[config.mk]
export PLATFORM = sky130hd
export DESIGN_NAME = zfp_block_transform_4x4_unit
export DESIGN_NICKNAME = d
export VERILOG_FILES = /design/src/rtl/core/zbt_pkg.sv /design/src/rtl/core/zbt_lift_alu.sv /design/src/rtl/core/zbt_ctrl.sv /design/src/rtl/core/zfp_block_transform_4x4_unit.sv
export SDC_FILE = /design/constraint.sdc
export NUM_CORES = 2
export LEC_CHECK = 0
export BUFFER_PORTS_ARGS = -buffer_cell sky130_fd_sc_hd__buf_2
export CORE_ASPECT_RATIO = 0.6
export CORE_MARGIN = 1
export CORE_UTILIZATION = 63
export DETAILED_ROUTE_END_ITERATION = 16
export GPL_TIMING_DRIVEN = 0
export PLACE_DENSITY = 0.8
export SYNTH_ARGS = -nofsm -noshare
export SYNTH_HDL_FRONTEND = slang
export SYNTH_HIERARCHICAL = 1
export SYNTH_SLANG_ARGS = --single-unit
export TNS_END_PERCENT = 1
[constraint.sdc]
create_clock -name clk_i -period 10.45 [get_ports clk_i]
set_input_delay 0.5225 -clock clk_i [delete_from_list [all_inputs] [get_ports clk_i]]
set_output_delay 0.5225 -clock clk_i [all_outputs]
set_load 0.01 [all_outputs]
[src/rtl/core/zbt_pkg.sv]
`timescale 1ns / 1ps
// ----------------------------------------------------------------------------
// zbt_pkg
// Shared types, constants and tables of the 4x4 block transform unit:
// word type, negabinary mask, sequency order and the lifting micro-op table.
// ----------------------------------------------------------------------------
package zbt_pkg;

  localparam int unsigned WordW = 64;

  typedef logic [WordW-1:0] word_t;

  localparam word_t NbMask = 64'haaaa_aaaa_aaaa_aaaa;

  // lift register names
  localparam logic [1:0] RegX = 2'd0;
  localparam logic [1:0] RegY = 2'd1;
  localparam logic [1:0] RegZ = 2'd2;
  localparam logic [1:0] RegW = 2'd3;

  // one lifting micro-op: dst = (shl_a ? dst << 1 : dst) +/- (asr_b ? src >>> 1 : src),
  // optionally followed by an arithmetic shift right of the result
  typedef struct packed {
    logic [1:0] dst;
    logic [1:0] src;
    logic       sub;
    logic       shl_a;
    logic       asr_b;
    logic       asr_res;
  } lift_op_t;

  typedef struct packed {
    logic [3:0] load_addr;
    logic [3:0] in_raddr;
    logic [3:0] work_raddr;
    logic       work_we;
    logic [3:0] work_waddr;
    logic       copy_sel;
    logic       inv;
    logic       cap_en;
    logic [1:0] cap_idx;
    logic       op_en;
    lift_op_t   op;
    logic [1:0] wr_idx;
    logic       emit_cap;
    logic       emit_last;
  } ctrl_t;

  function automatic logic [3:0] seq_addr(logic [3:0] idx);
    logic [3:0] res;
    case (idx)
      4'd0:    res = 4'd0;
      4'd1:    res = 4'd1;
      4'd2:    res = 4'd4;
      4'd3:    res = 4'd5;
      4'd4:    res = 4'd2;
      4'd5:    res = 4'd8;
      4'd6:    res = 4'd6;
      4'd7:    res = 4'd9;
      4'd8:    res = 4'd3;
      4'd9:    res = 4'd12;
      4'd10:   res = 4'd10;
      4'd11:   res = 4'd7;
      4'd12:   res = 4'd13;
      4'd13:   res = 4'd11;
      4'd14:   res = 4'd14;
      default: res = 4'd15;
    endcase
    return res;
  endfunction

  function automatic lift_op_t mk_op(logic [1:0] dst, logic [1:0] src, logic sub,
                                     logic shl_a, logic asr_b, logic asr_res);
    lift_op_t op;
    op.dst     = dst;
    op.src     = src;
    op.sub     = sub;
    op.shl_a   = shl_a;
    op.asr_b   = asr_b;
    op.asr_res = asr_res;
    return op;
  endfunction

  function automatic lift_op_t lift_op(logic inv, logic [3:0] step);
    lift_op_t op;
    if (!inv) begin
      case (step)
        4'd0:    op = mk_op(RegX, RegW, 1'b0, 1'b0, 1'b0, 1'b1);
        4'd1:    op = mk_op(RegW, RegX, 1'b1, 1'b0, 1'b0, 1'b0);
        4'd2:    op = mk_op(RegZ, RegY, 1'b0, 1'b0, 1'b0, 1'b1);
        4'd3:    op = mk_op(RegY, RegZ, 1'b1, 1'b0, 1'b0, 1'b0);
        4'd4:    op = mk_op(RegX, RegZ, 1'b0, 1'b0, 1'b0, 1'b1);
        4'd5:    op = mk_op(RegZ, RegX, 1'b1, 1'b0, 1'b0, 1'b0);
        4'd6:    op = mk_op(RegW, RegY, 1'b0, 1'b0, 1'b0, 1'b1);
        4'd7:    op = mk_op(RegY, RegW, 1'b1, 1'b0, 1'b0, 1'b0);
        4'd8:    op = mk_op(RegW, RegY, 1'b0, 1'b0, 1'b1, 1'b0);
        default: op = mk_op(RegY, RegW, 1'b1, 1'b0, 1'b1, 1'b0);
      endcase
    end else begin
      case (step)
        4'd0:    op = mk_op(RegY, RegW, 1'b0, 1'b0, 1'b1, 1'b0);
        4'd1:    op = mk_op(RegW, RegY, 1'b1, 1'b0, 1'b1, 1'b0);
        4'd2:    op = mk_op(RegY, RegW, 1'b0, 1'b0, 1'b0, 1'b0);
        4'd3:    op = mk_op(RegW, RegY, 1'b1, 1'b1, 1'b0, 1'b0);
        4'd4:    op = mk_op(RegZ, RegX, 1'b0, 1'b0, 1'b0, 1'b0);
        4'd5:    op = mk_op(RegX, RegZ, 1'b1, 1'b1, 1'b0, 1'b0);
        4'd6:    op = mk_op(RegY, RegZ, 1'b0, 1'b0, 1'b0, 1'b0);
        4'd7:    op = mk_op(RegZ, RegY, 1'b1, 1'b1, 1'b0, 1'b0);
        4'd8:    op = mk_op(RegW, RegX, 1'b0, 1'b0, 1'b0, 1'b0);
        default: op = mk_op(RegX, RegW, 1'b1, 1'b1, 1'b0, 1'b0);
      endcase
    end
    return op;
  endfunction

endpackage

[src/rtl/core/zbt_lift_alu.sv]
`timescale 1ns / 1ps
// ----------------------------------------------------------------------------
// zbt_lift_alu
// Shared lifting unit: one 64-bit add or subtract with optional shifts on
// the operands and the result.
// ----------------------------------------------------------------------------
module zbt_lift_alu
  import zbt_pkg::*;
(
  input  word_t    a_i,
  input  word_t    b_i,
  input  lift_op_t op_i,
  output word_t    res_o
);

  word_t a_eff;
  word_t b_eff;
  word_t sum;

  assign a_eff = op_i.shl_a ? {a_i[WordW-2:0], 1'b0} : a_i;
  assign b_eff = op_i.asr_b ? {b_i[WordW-1], b_i[WordW-1:1]} : b_i;
  assign sum   = op_i.sub ? (a_eff - b_eff) : (a_eff + b_eff);
  assign res_o = op_i.asr_res ? {sum[WordW-1], sum[WordW-1:1]} : sum;

endmodule

[src/rtl/core/zbt_ctrl.sv]
`timescale 1ns / 1ps
// ----------------------------------------------------------------------------
// zbt_ctrl
// Sequencer: word loading, copy into the work store, eight lifting passes
// (read, ten micro-ops, write back) and the sixteen-word emit sweep.
// ----------------------------------------------------------------------------
module zbt_ctrl
  import zbt_pkg::*;
(
  input  logic  clk_i,
  input  logic  rst_ni,
  input  logic  start,
  input  logic  direction_i,
  output logic  busy,
  output ctrl_t ctrl_o
);

  typedef enum logic [2:0] {
    ST_LOAD,
    ST_COPY,
    ST_RD,
    ST_OP,
    ST_WR,
    ST_EMIT
  } state_e;

  state_e     state_q, state_d;
  logic [4:0] cnt_q, cnt_d;
  logic [2:0] pass_q, pass_d;
  logic [3:0] load_cnt_q, load_cnt_d;
  logic       inv_q, inv_d;

  logic       accept;
  logic [3:0] cnt_m1;
  logic       row_pass;

  assign busy     = (state_q != ST_LOAD);
  assign accept   = start && !busy;
  assign cnt_m1   = 4'(cnt_q - 5'd1);
  assign row_pass = (pass_q[2] == inv_q);

  function automatic logic [3:0] elem_addr(logic row, logic [1:0] i, logic [1:0] j);
    return row ? {i, j} : {j, i};
  endfunction

  always_comb begin
    state_d    = state_q;
    cnt_d      = cnt_q;
    pass_d     = pass_q;
    load_cnt_d = load_cnt_q;
    inv_d      = inv_q;
    case (state_q)
      ST_LOAD: begin
        if (accept) begin
          load_cnt_d = load_cnt_q + 4'd1;
          if (load_cnt_q == 4'd15) begin
            inv_d   = direction_i;
            state_d = ST_COPY;
            cnt_d   = 5'd0;
          end
        end
      end
      ST_COPY: begin
        cnt_d = cnt_q + 5'd1;
        if (cnt_q == 5'd16) begin
          state_d = ST_RD;
          cnt_d   = 5'd0;
          pass_d  = 3'd0;
        end
      end
      ST_RD: begin
        cnt_d = cnt_q + 5'd1;
        if (cnt_q == 5'd4) begin
          state_d = ST_OP;
          cnt_d   = 5'd0;
        end
      end
      ST_OP: begin
        cnt_d = cnt_q + 5'd1;
        if (cnt_q == 5'd9) begin
          state_d = ST_WR;
          cnt_d   = 5'd0;
        end
      end
      ST_WR: begin
        cnt_d = cnt_q + 5'd1;
        if (cnt_q == 5'd3) begin
          cnt_d  = 5'd0;
          pass_d = pass_q + 3'd1;
          if (pass_q == 3'd7) begin
            state_d = ST_EMIT;
          end else begin
            state_d = ST_RD;
          end
        end
      end
      ST_EMIT: begin
        cnt_d = cnt_q + 5'd1;
        if (cnt_q == 5'd16) begin
          state_d = ST_LOAD;
          cnt_d   = 5'd0;
        end
      end
      default: begin
        state_d = ST_LOAD;
      end
    endcase
  end

  always_comb begin
    ctrl_o            = '0;
    ctrl_o.load_addr  = load_cnt_q;
    ctrl_o.in_raddr   = cnt_q[3:0];
    ctrl_o.inv        = inv_q;
    ctrl_o.op         = lift_op(inv_q, cnt_q[3:0]);
    case (state_q)
      ST_COPY: begin
        ctrl_o.work_we    = (cnt_q != 5'd0);
        ctrl_o.work_waddr = inv_q ? seq_addr(cnt_m1) : cnt_m1;
        ctrl_o.copy_sel   = 1'b1;
      end
      ST_RD: begin
        ctrl_o.work_raddr = elem_addr(row_pass, pass_q[1:0], cnt_q[1:0]);
        ctrl_o.cap_en     = (cnt_q != 5'd0);
        ctrl_o.cap_idx    = cnt_m1[1:0];
      end
      ST_OP: begin
        ctrl_o.op_en = 1'b1;
      end
      ST_WR: begin
        ctrl_o.work_we    = 1'b1;
        ctrl_o.work_waddr = elem_addr(row_pass, pass_q[1:0], cnt_q[1:0]);
        ctrl_o.wr_idx     = cnt_q[1:0];
      end
      ST_EMIT: begin
        ctrl_o.work_raddr = inv_q ? cnt_q[3:0] : seq_addr(cnt_q[3:0]);
        ctrl_o.emit_cap   = (cnt_q != 5'd0);
        ctrl_o.emit_last  = (cnt_q == 5'd16);
      end
      default: begin
      end
    endcase
  end

  always_ff @(posedge clk_i or negedge rst_ni) begin
    if (!rst_ni) begin
      state_q    <= ST_LOAD;
      cnt_q      <= '0;
      pass_q     <= '0;
      load_cnt_q <= '0;
      inv_q      <= 1'b0;
    end else begin
      state_q    <= state_d;
      cnt_q      <= cnt_d;
      pass_q     <= pass_d;
      load_cnt_q <= load_cnt_d;
      inv_q      <= inv_d;
    end
  end

endmodule

[src/rtl/core/zfp_block_transform_4x4_unit.sv]
`timescale 1ns / 1ps
// ----------------------------------------------------------------------------
// zfp_block_transform_4x4_unit
// 4x4 block decorrelating transform with negabinary mapping, forward and
// inverse, built around one shared 64-bit lifting unit.
// ----------------------------------------------------------------------------
//  channel  | ports                                   | transfer
//  ---------+-----------------------------------------+---------------------------
//  config   | cfg_we_i, cfg_wdata_i                   | edge with cfg_we_i high
//  input    | start, busy, sample_word_i              | edge with start & !busy
//  result   | out_valid_o, out_word_o, out_last_o     | every cycle out_valid_o high
//
//  Words load one per cycle. After the sixteenth the unit is busy through
//  the copy, eight passes (4 reads, 10 lift ops on the shared adder, 4 write-backs
//  and a fill) and the emit sweep. The sixteen results strobe on consecutive
//  cycles, the last one in the first cycle after busy drops. Reset clears
//  control, the direction bit and the result flags only; the stores need no
//  clearing. The receiver cannot stall results.
module zfp_block_transform_4x4_unit
  import zbt_pkg::*;
(
  input  logic  clk_i,
  input  logic  rst_ni,
  input  logic  cfg_we_i,
  input  logic  cfg_wdata_i,
  input  logic  start,
  input  word_t sample_word_i,
  output logic  busy,
  output logic  out_valid_o,
  output word_t out_word_o,
  output logic  out_last_o
);

  ctrl_t ctrl;
  logic  direction_q;

  word_t in_mem   [16];
  word_t work_mem [16];
  word_t in_rd_q;
  word_t work_rd_q;
  word_t work_wdata;

  word_t x_q, y_q, z_q, w_q;
  word_t a_val, b_val, wr_val, alu_res;

  logic  out_valid_q, out_last_q;
  word_t out_word_q;

  always_ff @(posedge clk_i or negedge rst_ni) begin
    if (!rst_ni) begin
      direction_q <= 1'b0;
    end else if (cfg_we_i) begin
      direction_q <= cfg_wdata_i;
    end
  end

  zbt_ctrl u_ctrl (
    .clk_i       (clk_i),
    .rst_ni      (rst_ni),
    .start       (start),
    .direction_i (direction_q),
    .busy        (busy),
    .ctrl_o      (ctrl)
  );

  function automatic word_t sel_reg(logic [1:0] idx, word_t x, word_t y, word_t z, word_t w);
    word_t res;
    case (idx)
      RegX:    res = x;
      RegY:    res = y;
      RegZ:    res = z;
      default: res = w;
    endcase
    return res;
  endfunction

  assign a_val  = sel_reg(ctrl.op.dst, x_q, y_q, z_q, w_q);
  assign b_val  = sel_reg(ctrl.op.src, x_q, y_q, z_q, w_q);
  assign wr_val = sel_reg(ctrl.wr_idx, x_q, y_q, z_q, w_q);

  zbt_lift_alu u_alu (
    .a_i   (a_val),
    .b_i   (b_val),
    .op_i  (ctrl.op),
    .res_o (alu_res)
  );

  // input store
  always_ff @(posedge clk_i) begin
    if (start && !busy) begin
      in_mem[ctrl.load_addr] <= sample_word_i;
    end
    in_rd_q <= in_mem[ctrl.in_raddr];
  end

  // copy path applies negabinary-to-signed for inverse blocks
  always_comb begin
    if (ctrl.copy_sel) begin
      work_wdata = ctrl.inv ? ((in_rd_q ^ NbMask) - NbMask) : in_rd_q;
    end else begin
      work_wdata = wr_val;
    end
  end

  // work store
  always_ff @(posedge clk_i) begin
    if (ctrl.work_we) begin
      work_mem[ctrl.work_waddr] <= work_wdata;
    end
    work_rd_q <= work_mem[ctrl.work_raddr];
  end

  // lift registers
  always_ff @(posedge clk_i) begin
    if (ctrl.cap_en) begin
      case (ctrl.cap_idx)
        RegX:    x_q <= work_rd_q;
        RegY:    y_q <= work_rd_q;
        RegZ:    z_q <= work_rd_q;
        default: w_q <= work_rd_q;
      endcase
    end else if (ctrl.op_en) begin
      case (ctrl.op.dst)
        RegX:    x_q <= alu_res;
        RegY:    y_q <= alu_res;
        RegZ:    z_q <= alu_res;
        default: w_q <= alu_res;
      endcase
    end
  end

  // result register
  always_ff @(posedge clk_i or negedge rst_ni) begin
    if (!rst_ni) begin
      out_valid_q <= 1'b0;
      out_last_q  <= 1'b0;
    end else begin
      out_valid_q <= ctrl.emit_cap;
      out_last_q  <= ctrl.emit_last;
    end
  end

  always_ff @(posedge clk_i) begin
    if (ctrl.emit_cap) begin
      out_word_q <= ctrl.inv ? work_rd_q : ((work_rd_q + NbMask) ^ NbMask);
    end
  end

  assign out_valid_o = out_valid_q;
  assign out_last_o  = out_last_q;
  assign out_word_o  = out_word_q;

`ifndef SYNTHESIS
  a_last_with_valid : assert property (@(posedge clk_i) disable iff (!rst_ni)
    out_last_o |-> out_valid_o)
    else $error("last flag without result strobe");

  a_last_ends_burst : assert property (@(posedge clk_i) disable iff (!rst_ni)
    out_last_o |=> !out_valid_o)
    else $error("result strobe after last word of block");

  a_busy_mid_burst : assert property (@(posedge clk_i) disable iff (!rst_ni)
    (out_valid_o && !out_last_o) |-> busy)
    else $error("unit idle while results of a block are still pending");

  a_idle_on_last : assert property (@(posedge clk_i) disable iff (!rst_ni)
    $fell(busy) |-> out_last_o)
    else $error("busy dropped without the last result transfer");
`endif

endmodule
# Yosys cells after proc, flatten, opt, wreduce, memory -nomap -nowiden
# Memory sizes are Yosys's and may differ from the RTL's. A register that Yosys moved wholly into a read port is not among the register bits.
# Index checks and enable logic that the tools add are counted.
# totals
register_bits	339
mem_bits_rw	2048
romBits	352
output_inout_bits	67
elab_cells	147
memories	6
# mem_list
memory	depth	width	rd	rd_ports_with_merged_regs	wr	line_no	text
in_mem	16	64	1	1	1	zfp_block_transform_4x4_unit.sv:37	word_t in_mem [16];
work_mem	16	64	1	1	1	zfp_block_transform_4x4_unit.sv:38	word_t work_mem [16];
(name not given)	16	7	1	0	0	zbt_pkg.sv:87	case (step)
(name not given)	16	7	1	0	0	zbt_pkg.sv:100	case (step)
(name not given)	16	4	1	0	0	zbt_pkg.sv:51	case (idx)
(name not given)	16	4	1	0	0	zbt_pkg.sv:51	
# classes
n_addsub	8
eq_ne	32
n_mux	59
n_bitwise	2
n_reduce_logical	27
# op_table
operator	n
two-way mux 64 bit	21
case mux 64 bit (3 select lines)	3
two-way mux 63 bit	2
adder 64 bit	1
adder 64 bit (second input constant)	1
NOT 32 bit	2
subtractor 64 bit	1
subtractor 64 bit (second input constant)	1
two-way mux 3 bit	10
two-way mux 5 bit	6
case mux 5 bit (5 select lines)	1
!= test 2 x 1 -> 1 bit (second input constant)	11
AND reduction 3 bit	7
case mux 3 bit (6 select lines)	1
two-way mux 4 bit	3
case mux 5 bit (2 select lines)	1
nonzero test 2 bit	5
nonzero test 5 bit	2
== test 3 bit (second input constant)	3
== test 2 x 1 -> 1 bit (second input constant)	4
== test 2 bit (second input constant)	4
zero test 2 bit	4
two-way mux 8 bit	1
case mux 4 bit (2 select lines)	1
24 further kinds	32

# Logic depth before layout (Yosys ltp)
# An unclocked memory read counts as a cell.
# logic_depth
ltp_word	11
ltp_mapped	37
ltp_nobuf	32

# Cells and area by module
# Netlist, hierarchy kept.
# by_module_without_submodules
mod	instances	cells_each	area_each_um2	seq_area_each_um2
zfp_block_transform_4x4_unit	1	4573	99756.9	73745.7
zbt_lift_alu	1	1312	8448.1	0.0
zbt_ctrl	1	224	1769.2	400.4

# Worst setup path after synthesis
# OpenSTA, ideal clock, no wires.
# synth_path
path_type	register to register
start	reg u_ctrl.cnt_q[0]
end	reg w_q[62] (data pin)
setup_ns	0.266
arrival_ns	8.678
required_time_ns	10.184
slack_ns	1.506
stages_incl_launch_ff	35
n_path_buf	3
cell_sequence	dfrtp_1 -> clkinv_1 -> ha_1 -> ha_1 -> nand2_1 -> o21ai_0 -> a22oi_1 -> clkbuf_1 -> buf_1 -> mux4_2 -> nor2b_1 -> a21oi_1 -> ha_1 -> nor3b_1 -> nand4bb_1 -> or4_4 -> or3_4 -> or4b_2 -> o211ai_1 -> o21ai_0 -> nand2_1 -> o211ai_1 -> ha_1 -> clkbuf_1 -> nand2_1 -> o21a_1 -> a211oi_1 -> nor2_1 -> o31a_1 -> a31oi_1 -> a221o_1 -> a311oi_1 -> xnor2_1 -> mux2_2 -> mux2_2
# synth_rtl
item	line_no	text
from (decl)	zbt_ctrl.sv:28	logic [4:0] cnt_q, cnt_d;
from (signal assigned)	zbt_ctrl.sv:154	cnt_q <= cnt_d;
to (signal assigned)	zfp_block_transform_4x4_unit.sv:120	default: w_q <= work_rd_q;
to (signal assigned)	zfp_block_transform_4x4_unit.sv:127	default: w_q <= alu_res;
to (decl)	zfp_block_transform_4x4_unit.sv:43	word_t x_q, y_q, z_q, w_q;

==> metrics.cfg <==
[critical_path]
r2r_slack_ns=0.17
slowest_delay_ns=0.59
crit_path_frequent_cell=nand2_1
reg2reg_depth=32
slowest_stage=or4_1
path_class=flop to flop
crit_fanout=10
cp-start-kind=flop
worstPathRequired_ns=11.05
worstPathArrival_ns=10.88
end_kind=flop
r2r-end=x_q[62]$_DFFE_PP_
r2r-start=u_ctrl/cnt_q[1]$_DFFE_PN0P_

[synth]
avgSynthCellArea_um2=18.0
syn_nets=6258
synth-simple-area-share=0.0443
syn_inst=6109
yosysWarnings=6
synthFlopType=edfxtp_1
synth-async-reset-ratio=0.00755
synthAdderAreaFrac=0.00917
synthMuxAreaShare=0.191
synth_compound_area_frac=0.0480
synth_top_family_by_area=multiplexers
ys_types=119
synth_edf_count=2368
netlist_area_um2=110000
synth-xor-area-share=0.0166
ys_seq_elements=2515
yosysSeqAreaShare=0.674

[floorplan]
boundaryPins=136
die_area_um2=176000
core_um2=173000
start_util=0.636
dieWidth_um=541
die_h_um=326
rows=118

[pwr]
p_per_area_nw_per_um2=156
clockPowerShare=0.436
seqPwrFrac=0.559
design_power_total_uw=19500
switching_share=0.200
internal_power_uw=15600
leakage_uw=0.0346
p_sw_uw=3890
power_frac_comb=0.004
max-vdd-ir-drop_v=0.000178

[grt]
grt_pass1_vias=67600
grt_pass1_wl_mm=512
track_usage=0.419
overflow=0
grt_max_degree=55
grt_antenna_before_repair=31

[drt]
vias=69500
dr_wl_met3_mm=57.6
drtAntennaViolNets=0
drtIter0Drc=13300
avgRoutedWirePerCell_um=39.8
wl_met1_mm=126
drc=0
highest_layer=met5
avgViaCountPerCell=7.54
wl_met2_mm=162
wirelength_mm=367
drt_first_pass_iters=8

[final_layout]
fin_nets=6835
syn2layout_area_growth_pct=13.4
regArea_um2=74100
fin_util=0.721
fillers=9837
drive_above_1_share=0.266
multi_input_area_um2=34400

[clock_network]
root_buffer=clkbuf_16
clkSinkCount=2515
clk_pin_slew_worst_paths_ns=0.07
clk_path_buf_depth=4
cts_made_buffers=216
clk_latency_ns=0.90
ctsHtreeMaxLevel=4
cts_tree=yes

[placed_design]
dp_hpwl_mm=239
gp_congestion=0.984
io_buffers=135

[sta]
fin_skew_ns=0.0819
post-route-min-period_ns=10.28
finalHoldViolations=0
setup_violations=0
whs_ns=0.0267
maxSlewHeadroom=-0.155
final_max_slew_viol_count=25
tightest_slew_ns=1.71
timing.final.crit_share=0.984
timing.fmax_ghz=0.0972

[outcome]
status=finished, violations left
violations=capacitance limit, slew limit

[flow_run]
drv_cap=10

[hold_path]
hp-class=primary input to flop
worstHoldStart=sample_word_i[28]
holdPathEnd=in_mem[12][28]$_DFFE_PP_
min_path_cells=1

worst max-delay path by stage:
stage / startpoint / end / slack (ns) / cells after the start
after floorplan: u_ctrl/cnt_q[0]$_DFFE_PN0P_ / w_q[62]$_DFFE_PP_ / 1.51 / 34
after global placement: u_ctrl/cnt_q[0]$_DFFE_PN0P_ / w_q[16]$_DFFE_PP_ / -3.61 / 11
after detailed placement: u_ctrl/cnt_q[0]$_DFFE_PN0P_ / z_q[62]$_DFFE_PP_ / -2.29 / 33
after CTS: u_ctrl/cnt_q[3]$_DFFE_PN0P_ / y_q[56]$_DFFE_PP_ / 0.05 / 34
after global routing: u_ctrl/cnt_q[1]$_DFFE_PN0P_ / x_q[62]$_DFFE_PP_ / -0.01 / 34
final: u_ctrl/cnt_q[1]$_DFFE_PN0P_ / x_q[62]$_DFFE_PP_ / 0.17 / 32
metrics by stage:
stage	area [um^2]	TNS [ns]	setup slack, ns	instances
6_report	125000	0	0.167	9224
2_1_floorplan	110000	0	1.51	6109
3_5_place_dp	117000	-210.45	-2.29	8772
5_1_grt	125000	-0.0890	-0.0141	9208
4_1_cts	125000	0	0.0491	9200
3_3_place_gp	114000	-2122.80	-3.61	8584
cells by family (layout without fill, tap and decap cells):
group                      count (synthesis)  after routing
other                                      0             24
adders and majority gates                 80             80
AOI/OAI and AO/OA                        813            813
and+or+nand+nor                          992            992
muxes                                   1038           1038
DFF                                     2515           2515
buffers and inverters                    463           1214
xor gates and xnor gates                 208            208
cell usage after synthesis, drive strengths merged (80+ instances only):
cell type  count  area, um^2
nand2        273        1020
buf          110         495
o21ai        185         937
a21oi        238        1190
xnor2        117        1030
xor2          91         797
inv           81         304
nor3          80         417
edfxtp      2368       71100
nor2         288        1080
mux4         832       18700
mux2         167        1880
clkbuf       269        1010
dfxtp        128        2560
final cells by class:
cell class / instances / area share
sequential: 2515 / 0.595
multi-input combinational: 3131 / 0.276
clock buffer: 278 / 0.0474
timing repair buffer: 362 / 0.0323
tap: 2340 / 0.0235
buffer: 376 / 0.0124
clock inverter: 114 / 0.0105
inverter: 84 / 0.00258
antenna: 24 / 0.000482
critical path, delay by kind of cell (launching register included):
kind,cells,cell delay [ns]
buf+inv,6,1.70
fa+ha+maj,2,0.96
compound gates,12,3.05
xor+xnor,1,0.14
mux,3,1.13
simple gates,8,2.53
flops,1,0.48
routing by layer:
layer	track usage	up-vias
met5	0	-
met4	0.198	24
met3	0.145	1336
met2	0.617	6950
met1	0.569	35000
li1	-	26200
power groups by stage:
stage	combinational, uW	sequential [uW]	clock [uW]
6_report	86.3	10900	8510
5_1_grt	87.0	10900	8800
4_1_cts	79.6	10900	8430
3_5_place_dp	63.8	11100	0
3_3_place_gp	56.2	11100	0
2_1_floorplan	0.427	11100	0
what timing repair did:
action                                  4_1_cts  5_1_grt
endpoints found under the hold margin       342        0
pin swaps                                     1        1
buffers inserted                              2        1
cloned                                        0        0
endpoints found under the setup margin      164      100
hold buffers                                 35        0
gates resized for setup                      44       26
layout by cell type (no fill, tap or decap), types with 27 or more instances in the layout:
cell	Yosys	final
nand4_1	32	32
clkbuf_16	0	221
ha_1	79	77
mux4_2	832	832
buf_2	9	146
a21oi_1	238	238
nand2_1	273	272
mux2_2	167	167
inv_1	79	78
bufinv_16	0	28
clkbuf_1	267	296
nor3_1	78	68
o21ai_1	5	46
edfxtp_1	2368	2368
clkinv_2	1	53
nor2_1	287	262
or3_1	27	27
dfxtp_1	128	128
mux2i_1	39	39
nand3_1	78	78
xnor2_1	116	116
dlygate4sd3_1	0	35
xor2_1	91	91
buf_4	7	35
buf_6	6	77
buf_12	0	60
o211ai_1	46	46
a31oi_1	37	33
a21o_1	66	65
nor2b_1	39	39
buf_1	88	79
nand2b_1	38	38
o21ai_0	179	134
flip-flops by register name, summed over array words and instances (netlist names), 4 cells and up:
| signal | flops |
|---|---|
| in_mem | 1024 |
| work_mem | 1024 |
| in_rd_q | 64 |
| out_word_o | 64 |
| w_q | 64 |
| work_rd_q | 64 |
| x_q | 64 |
| y_q | 64 |
| z_q | 64 |
| u_ctrl/cnt_q | 5 |
| u_ctrl/load_cnt_q | 4 |
(Power assumes the default switching activity.)
